<file path="src/hdl/qvr_pkg.sv">
// Types, constants and the arctangent table for the quaternion vector rotator.
`default_nettype none
package qvr_pkg;

  localparam int FRAC_BITS    = 16;
  localparam int CORDIC_STEPS = 16;
  localparam int WORD_W       = 32;

  // angle wrap: restoring reduction of (angle + 2^31) by the 360 degree period
  localparam longint PERIOD      = longint'(360) << FRAC_BITS;
  localparam longint HALF_PERIOD = longint'(180) << FRAC_BITS;
  localparam longint WRAP_OFS    = (longint'(1) << 31) % PERIOD;
  localparam int     QUO_W       = 25 - FRAC_BITS;
  localparam int     SH_W        = $clog2(QUO_W + 1);
  localparam int     REM_W       = 34;
  localparam int     RED_W       = FRAC_BITS + 10;

  localparam int     ANG_PROD_W  = RED_W + 26;
  localparam longint DEG2RAD_Q30 = 18740330;

  // CORDIC datapath, 30 fraction bits
  localparam int     CW          = 34;
  localparam longint GAIN_Q30    = 652032874;
  localparam int     IDX_W       = $clog2(CORDIC_STEPS);

  // quaternion sandwich widths
  localparam int UW    = 34;
  localparam int WW    = FRAC_BITS + 3;
  localparam int TPW   = 66;
  localparam int TW    = TPW + 2 - FRAC_BITS;
  localparam int LO_W  = 26;
  localparam int HI_W  = TW - LO_W;
  localparam int PL_W  = LO_W + 1 + UW;
  localparam int PH_W  = HI_W + UW;
  localparam int FPW   = TW + UW;
  localparam int SUM_W = FPW + 2;
  localparam int RES_W = SUM_W - FRAC_BITS;

  typedef struct packed {
    logic signed [WORD_W-1:0] vec_x;
    logic signed [WORD_W-1:0] vec_y;
    logic signed [WORD_W-1:0] vec_z;
    logic signed [WORD_W-1:0] axis_x;
    logic signed [WORD_W-1:0] axis_y;
    logic signed [WORD_W-1:0] axis_z;
    logic signed [WORD_W-1:0] angle_deg;
  } in_item_t;

  typedef struct packed {
    logic signed [WORD_W-1:0] rot_x;
    logic signed [WORD_W-1:0] rot_y;
    logic signed [WORD_W-1:0] rot_z;
    logic                     saturated;
  } out_item_t;

  typedef struct packed {
    logic signed [WORD_W-1:0] vec_x;
    logic signed [WORD_W-1:0] vec_y;
    logic signed [WORD_W-1:0] vec_z;
    logic signed [WORD_W-1:0] axis_x;
    logic signed [WORD_W-1:0] axis_y;
    logic signed [WORD_W-1:0] axis_z;
  } side_t;

  typedef struct packed {
    logic             valid;
    side_t            side;
    logic [REM_W-1:0] rem;
  } wrap_t;

  typedef struct packed {
    logic                 valid;
    side_t                side;
    logic signed [CW-1:0] x;
    logic signed [CW-1:0] y;
    logic signed [CW-1:0] z;
  } cor_t;

  typedef struct packed {
    logic      valid;
    out_item_t item;
  } res_t;

  function automatic logic signed [CW-1:0] atan_q30(input logic [4:0] i);
    logic [31:0] a;
    unique case (i)
      5'd0:  a = 32'h3243F6A8;
      5'd1:  a = 32'h1DAC6705;
      5'd2:  a = 32'h0FADBAFC;
      5'd3:  a = 32'h07F56EA6;
      5'd4:  a = 32'h03FEAB76;
      5'd5:  a = 32'h01FFD55B;
      5'd6:  a = 32'h00FFFAAA;
      5'd7:  a = 32'h007FFF55;
      5'd8:  a = 32'h003FFFEA;
      5'd9:  a = 32'h001FFFFD;
      5'd10: a = 32'h000FFFFF;
      5'd11: a = 32'h0007FFFF;
      5'd12: a = 32'h0003FFFF;
      5'd13: a = 32'h0001FFFF;
      5'd14: a = 32'h0000FFFF;
      5'd15: a = 32'h00007FFF;
      5'd16: a = 32'h00003FFF;
      5'd17: a = 32'h00001FFF;
      5'd18: a = 32'h00000FFF;
      5'd19: a = 32'h000007FF;
      5'd20: a = 32'h000003FF;
      5'd21: a = 32'h000001FF;
      5'd22: a = 32'h000000FF;
      5'd23: a = 32'h0000007F;
      5'd24: a = 32'h0000003F;
      5'd25: a = 32'h0000001F;
      5'd26: a = 32'h0000000F;
      5'd27: a = 32'h00000008;
      5'd28: a = 32'h00000004;
      5'd29: a = 32'h00000002;
      5'd30: a = 32'h00000001;
      default: a = 32'h00000000;
    endcase
    return $signed({{(CW-32){1'b0}}, a});
  endfunction

endpackage
`default_nettype wire

</file>
<file path="src/hdl/qvr_cordic_cell.sv">
// One rotation-mode CORDIC iteration.
`default_nettype none
module qvr_cordic_cell (
  input  wire logic                      clk,
  input  wire logic                      rst_n,
  input  wire logic                      en,
  input  wire logic [qvr_pkg::IDX_W-1:0] idx,
  input  wire qvr_pkg::cor_t             d_i,
  output qvr_pkg::cor_t                  d_o
);
  import qvr_pkg::*;

  cor_t                 d_r, d_nxt;
  logic signed [CW-1:0] dx, dy, at;

  always_comb begin
    dx    = d_i.y >>> idx;
    dy    = d_i.x >>> idx;
    at    = atan_q30(5'(idx));
    d_nxt = d_i;
    if (!d_i.z[CW-1]) begin
      d_nxt.x = d_i.x - dx;
      d_nxt.y = d_i.y + dy;
      d_nxt.z = d_i.z - at;
    end else begin
      d_nxt.x = d_i.x + dx;
      d_nxt.y = d_i.y - dy;
      d_nxt.z = d_i.z + at;
    end
  end

  always_ff @(posedge clk) begin
    if (!rst_n) begin
      d_r <= '0;
    end else if (en) begin
      d_r <= d_nxt;
    end
  end

  assign d_o = d_r;
endmodule
`default_nettype wire

</file>
<file path="config.mk">
export PLATFORM = sky130hd
export DESIGN_NAME = qvr_cordic_cell
export DESIGN_NICKNAME = d
export VERILOG_FILES = /design/src/hdl/qvr_pkg.sv /design/src/hdl/qvr_cordic_cell.sv
export SDC_FILE = /design/constraint.sdc
export NUM_CORES = 1
export LEC_CHECK = 0
export BUFFER_PORTS_ARGS = -buffer_cell sky130_fd_sc_hd__buf_2
export CAP_MARGIN = 10
export CORE_AREA = 2 2 230 232
export DETAILED_ROUTE_END_ITERATION = 8
export DIE_AREA = 0 0 232 234
export PLACE_DENSITY = 0.72
export SYNTH_ARGS = -nofsm -noshare
export SYNTH_HDL_FRONTEND = slang
export SYNTH_SLANG_ARGS = --single-unit
</file>
<file path="constraint.sdc">
create_clock -name clk -period 8.8 [get_ports clk]
set_input_delay 0.88 -clock clk [delete_from_list [all_inputs] [get_ports clk]]
set_output_delay 0.88 -clock clk [all_outputs]
set_load 0.005 [all_outputs]
</file>
**Word-level counts from Yosys, hierarchy flattened**

Memory sizes are Yosys's and may differ from the RTL's.
Cells that the tools add are included.

- Register bits: 295
- Memory bits (read-only): 480
- Input bits: 302
- Word-level logic and storage cells: 20
- Memories kept: 1

- $add $sub $neg: 6
- Shifts and indexed selects: 2
- Multiplexer cells: 1

Memory list:

| memory | words | bits a word | read ports | clocked after memory_dff | write ports | RTL line | source |
|---|---|---|---|---|---|---|---|
| (name not given) | 16 | 30 | 1 | 0 | 0 | qvr_pkg.sv:86 | `unique case (i)` |

Operator list:

| cell | number |
|---|---|
| $mux 102 | 1 |
| $add 34x34->34 | 2 |
| $sshr 34x4->34 | 2 |
| $sub 34x34->34 | 2 |
| $add 34x33->34 | 1 |
| $sub 34x33->34 | 1 |

**Longest topological paths before layout**

- Depth in word-level cells: 3
- Gate-level depth with buffers: 28
- Mapped depth without buffers: 23

**Worst setup path after synthesis**

OpenSTA, ideal clock, no wires.

- Kind: input to register
- From: in idx[2] (netlist name)
- To: reg d_r (netlist bit d_o[101])
- Library setup time: 0.060 ns
- Data arrival time: 6.759 ns
- Data required time: 8.740 ns
- Slack: 1.981 ns
- Stages: 26
- Cells stage by stage: buf_4 -> clkbuf_1 -> clkbuf_1 -> buf_4 -> clkbuf_1 -> clkbuf_1 -> buf_1 -> clkbuf_1 -> nor2_1 -> a21oi_1 -> ha_1 -> inv_1 -> nor2_1 -> and3_1 -> nor2_1 -> xnor2_1 -> ha_1 -> and3_1 -> nand3_1 -> o21ai_0 -> a32oi_1 -> o311a_1 -> or4_1 -> o211a_1 -> a2111oi_0 -> a311o_1

- Cells in the longest elaborated chain, start to end: 3

RTL lines:

| element | RTL line | source |
|---|---|---|
| from (decl) | qvr_cordic_cell.sv:7 | `input wire logic [qvr_pkg::IDX_W-1:0] idx,` |
| $sshr 34x4->34 (*) | qvr_cordic_cell.sv:17 | `dx = d_i.y >>> idx;` |
| $sub 34x34->34 or $add 34x34->34 (tied branches) | qvr_cordic_cell.sv:22, qvr_cordic_cell.sv:26 |  |
| $mux 102 (*) | qvr_cordic_cell.sv:21 | `if (!d_i.z[CW-1]) begin` |
| to (signal assigned) | qvr_cordic_cell.sv:36 | `d_r <= d_nxt;` |
| to (decl) | qvr_cordic_cell.sv:13 | `cor_t d_r, d_nxt;` |

Mark *: on every way between the ends. The rest lies on a longest branch, timed or not.
A chain may end at the register's enable or synchronous reset.

**Worst setup path after layout**

- From: in idx[0] (netlist name)
- To: reg d_r (netlist bit d_o[101])

Same word-level chain as after synthesis.

==> impl_metrics.py <==
metrics = {
    "critical_path": {
        "critPathCaptureType": "register",
        "setup.worst_path.class": "in2reg",
        "critPathLaunchType": "input port",
        "slowest_delay_ns": 0.68,
        "crit_chain": "buf_6 -> buf_4 -> mux2i_1 -> o22ai_1 -> a211o_1 -> a211oi_1 -> and3_1 -> nor2_1 -> xnor2_1 -> ha_1 -> and3_1 -> nand3_1 -> o21ai_0 -> a32oi_1 -> o311a_1 -> or4_1 -> o211a_1 -> a2111oi_0 -> a311o_1",
        "cp_num_buf_inv": 2,
        "worst-path-max-fanout": 88,
        "critPathTopFamily": "compound AO/OA/AOI/OAI gates",
        "cp_data_required_time_ns": 9.30,
        "cp_common_cell": "and3_1",
        "cp_slowest_cell": "buf_6",
        "arrival_ns": 7.15,
    },
    "synth": {
        "ys_seq_area_share_pct": 27.5,
        "ys_ff_latch": 295,
        "synthCells": 2473,
        "syn_avg_cell_area_um2": 8.70,
        "yosysMostFrequentCell": "nor2_1",
        "synth-main-ff-cell": "dfxtp_1",
        "synth_common_cells": "401 x nor2_1, 295 x dfxtp_1, 292 x mux2i_1, 169 x a21oi_1, 130 x nand2_1",
        "synth_edf_count": 0,
        "async_flop_share_pct": 0,
        "synth_nets": 2888,
        "yosysUniqueCellTypes": 95,
        "synthTopCellsByArea": "dfxtp_1 27%, mux2i_1 14%, nor2_1 7.0%",
        "ys_warn_count": 0,
        "syn_area_um2": 21500,
        "yosysTopAreaCell": "dfxtp_1",
        "yosysTopAreaCellShare_pct": 27.5,
    },
    "cts": {
        "cts.repair.resized": 0,
        "post_cts_buffers": 0,
        "cts.htree.levels": 2,
        "path_clk_slew_ns": 0.07,
        "clkSinkCount": 295,
        "cts-hold-fix-buffers": 0,
        "clock_latency_ns": 0.54,
        "cts_buffers": 35,
        "tritoncts": "done",
        "root_buffer": "clkbuf_16",
        "clk_path_buf_depth": 3,
    },
    "drt": {
        "drt-initial-drc-count": 1786,
        "drt.antenna.violating_nets": 0,
        "vias_per_cell": 5.72,
        "detail_route.wirelength_mm": 80.8,
        "firstDrtPassIters": 5,
        "drcViolationCount": 0,
        "drt-wirelength-per-cell_um": 21.9,
        "vias": 21200,
    },
    "timing": {
        "relSlewSlack_pct": 19.1,
        "finalSetupViolations": 0,
        "timing.final.crit_share_pct": 75.5,
        "whs_ns": 0.462,
        "fmax_mhz": 150,
        "setup_tns_ns": 0,
        "clock_skew_ns": 0,
        "period_needed_ns": 6.64,
        "rsz0062_at_grt": "false",
        "worstMarginPinSlew_ns": 1.21,
        "slew_viol_final": 0,
        "hold_violations": 0,
    },
    "layout": {
        "largest_reg_flops": 295,
        "drive_above_1_share_pct": 26.7,
        "syn_to_final_growth_pct": 20.7,
        "fill_cells": 5065,
        "nets": 3388,
    },
    "floorplanning": {
        "die_w_um": 232,
        "ios": 597,
        "die_h_um": 234,
        "rows": 84,
        "core_um2": 52000,
        "dieArea_um2": 54300,
        "start_util_pct": 41.3,
    },
    "power": {
        "power.total_mw": 4.75,
        "vdd_drop_max_mv": 0.139,
        "p_per_area_nw_per_um2": 183,
        "leakage_nw": 12.4,
    },
    "global_routing": {
        "grt_max_degree": 126,
        "grt_pass1_vias": 19500,
        "grtUsageTotal_pct": 28.5,
        "grt_first_pass_wirelength_mm": 119,
        "antenna_found_initial": 16,
        "overflow": 0,
    },
    "placement": {
        "port_buffers": 596,
        "gp_congestion": 1.02,
        "post-dp-hpwl_mm": 62.5,
    },
    "run_status": {
        "status": "completed",
    },
    "hold_path": {
        "min_path_type": "reg2reg",
    },
    "job": {
        "maxCapViolCount": 0,
    },
}
[layer usage]
layer	up-vias	GRT usage, %	wire length (um)
met2	964	47.8	38300
met5	-	0	59
met4	10	11.7	3320
li1	10000	-	-
met3	194	6.87	7300
met1	9973	35.0	31900
[final cells by class]
class,instances,area [um^2],area share (%)
sequential,295,5910,22.7
antenna,12,30.0,0.116
clock inverter,13,153,0.588
inverter,45,176,0.680
clock buffer,49,998,3.85
tap,688,861,3.32
timing repair buffer,618,3180,12.2
multi-input combinational,1978,14700,56.5
[cells in the final DEF (no fill, tap or decap), drive strengths merged, types with 23 or more instances in the layout]
master,instances
a21o,47
mux2i,294
buf,618
ha,110
nor2,402
nand2,130
inv,45
nor3,42
clkbuf,49
o21a,23
mux2,32
a211oi,29
xor2,57
mux4,64
a31oi,40
o21ai,101
a21oi,169
nand3,50
nor2b,23
xnor2,103
dfxtp,295
[stage by stage]
| stage | area, um^2 | std cells | worst slack [ns] | util [%] |
|---|---|---|---|---|
| 6_report | 26000 | 3698 | 2.16 | 49.9 |
| 5_1_grt | 25900 | 3690 | 1.59 | 49.9 |
| 2_1_floorplan | 21500 | 2473 | 1.98 | - |
| 3_5_place_dp | 24800 | 3624 | 1.63 | 47.6 |
| 3_3_place_gp | 24800 | 3624 | 1.82 | 47.6 |
| 4_1_cts | 25900 | 3686 | 2.22 | 49.8 |
[worst reg2reg max path: stages, from the launching register on]
cell and delay [ns]:
dfxtp_1 0.31, o21ai_0 0.13, o21ai_0 0.10, o21a_1 0.17
[logic make-up after synthesis]
logic type               Yosys count  synth area share, %
AO/OA/AOI/OAI                    559                 16.9
XOR/XNOR                         160                 6.52
adder cells (fa/ha/maj)          113                 6.68
buffers and inverters            200                 4.38
flip-flops                       295                 27.5
multiplexers                     390                 22.3
AND/OR/NAND/NOR                  756                 15.8
[power breakdown]
part | switching (mW) | internal, mW
clock network | 0.603 | 0.857
logic | 1.00 | 0.753
registers | 0.0651 | 1.47
total | 1.67 | 3.08
[path summary, 6_finish.rpt]
check	from	end	slack [ns]	cells past startpoint
setup reg to reg	d_o[33]	d_o[33]	7.98	3
hold reg to reg	d_o[73]	d_o[73]	0.46	2
hold / removal	d_o[73]	d_o[73]	0.46	2
setup / recovery	idx[0]	d_o[101]	2.16	19
No activity file was read; power rests on OpenSTA's default activity.
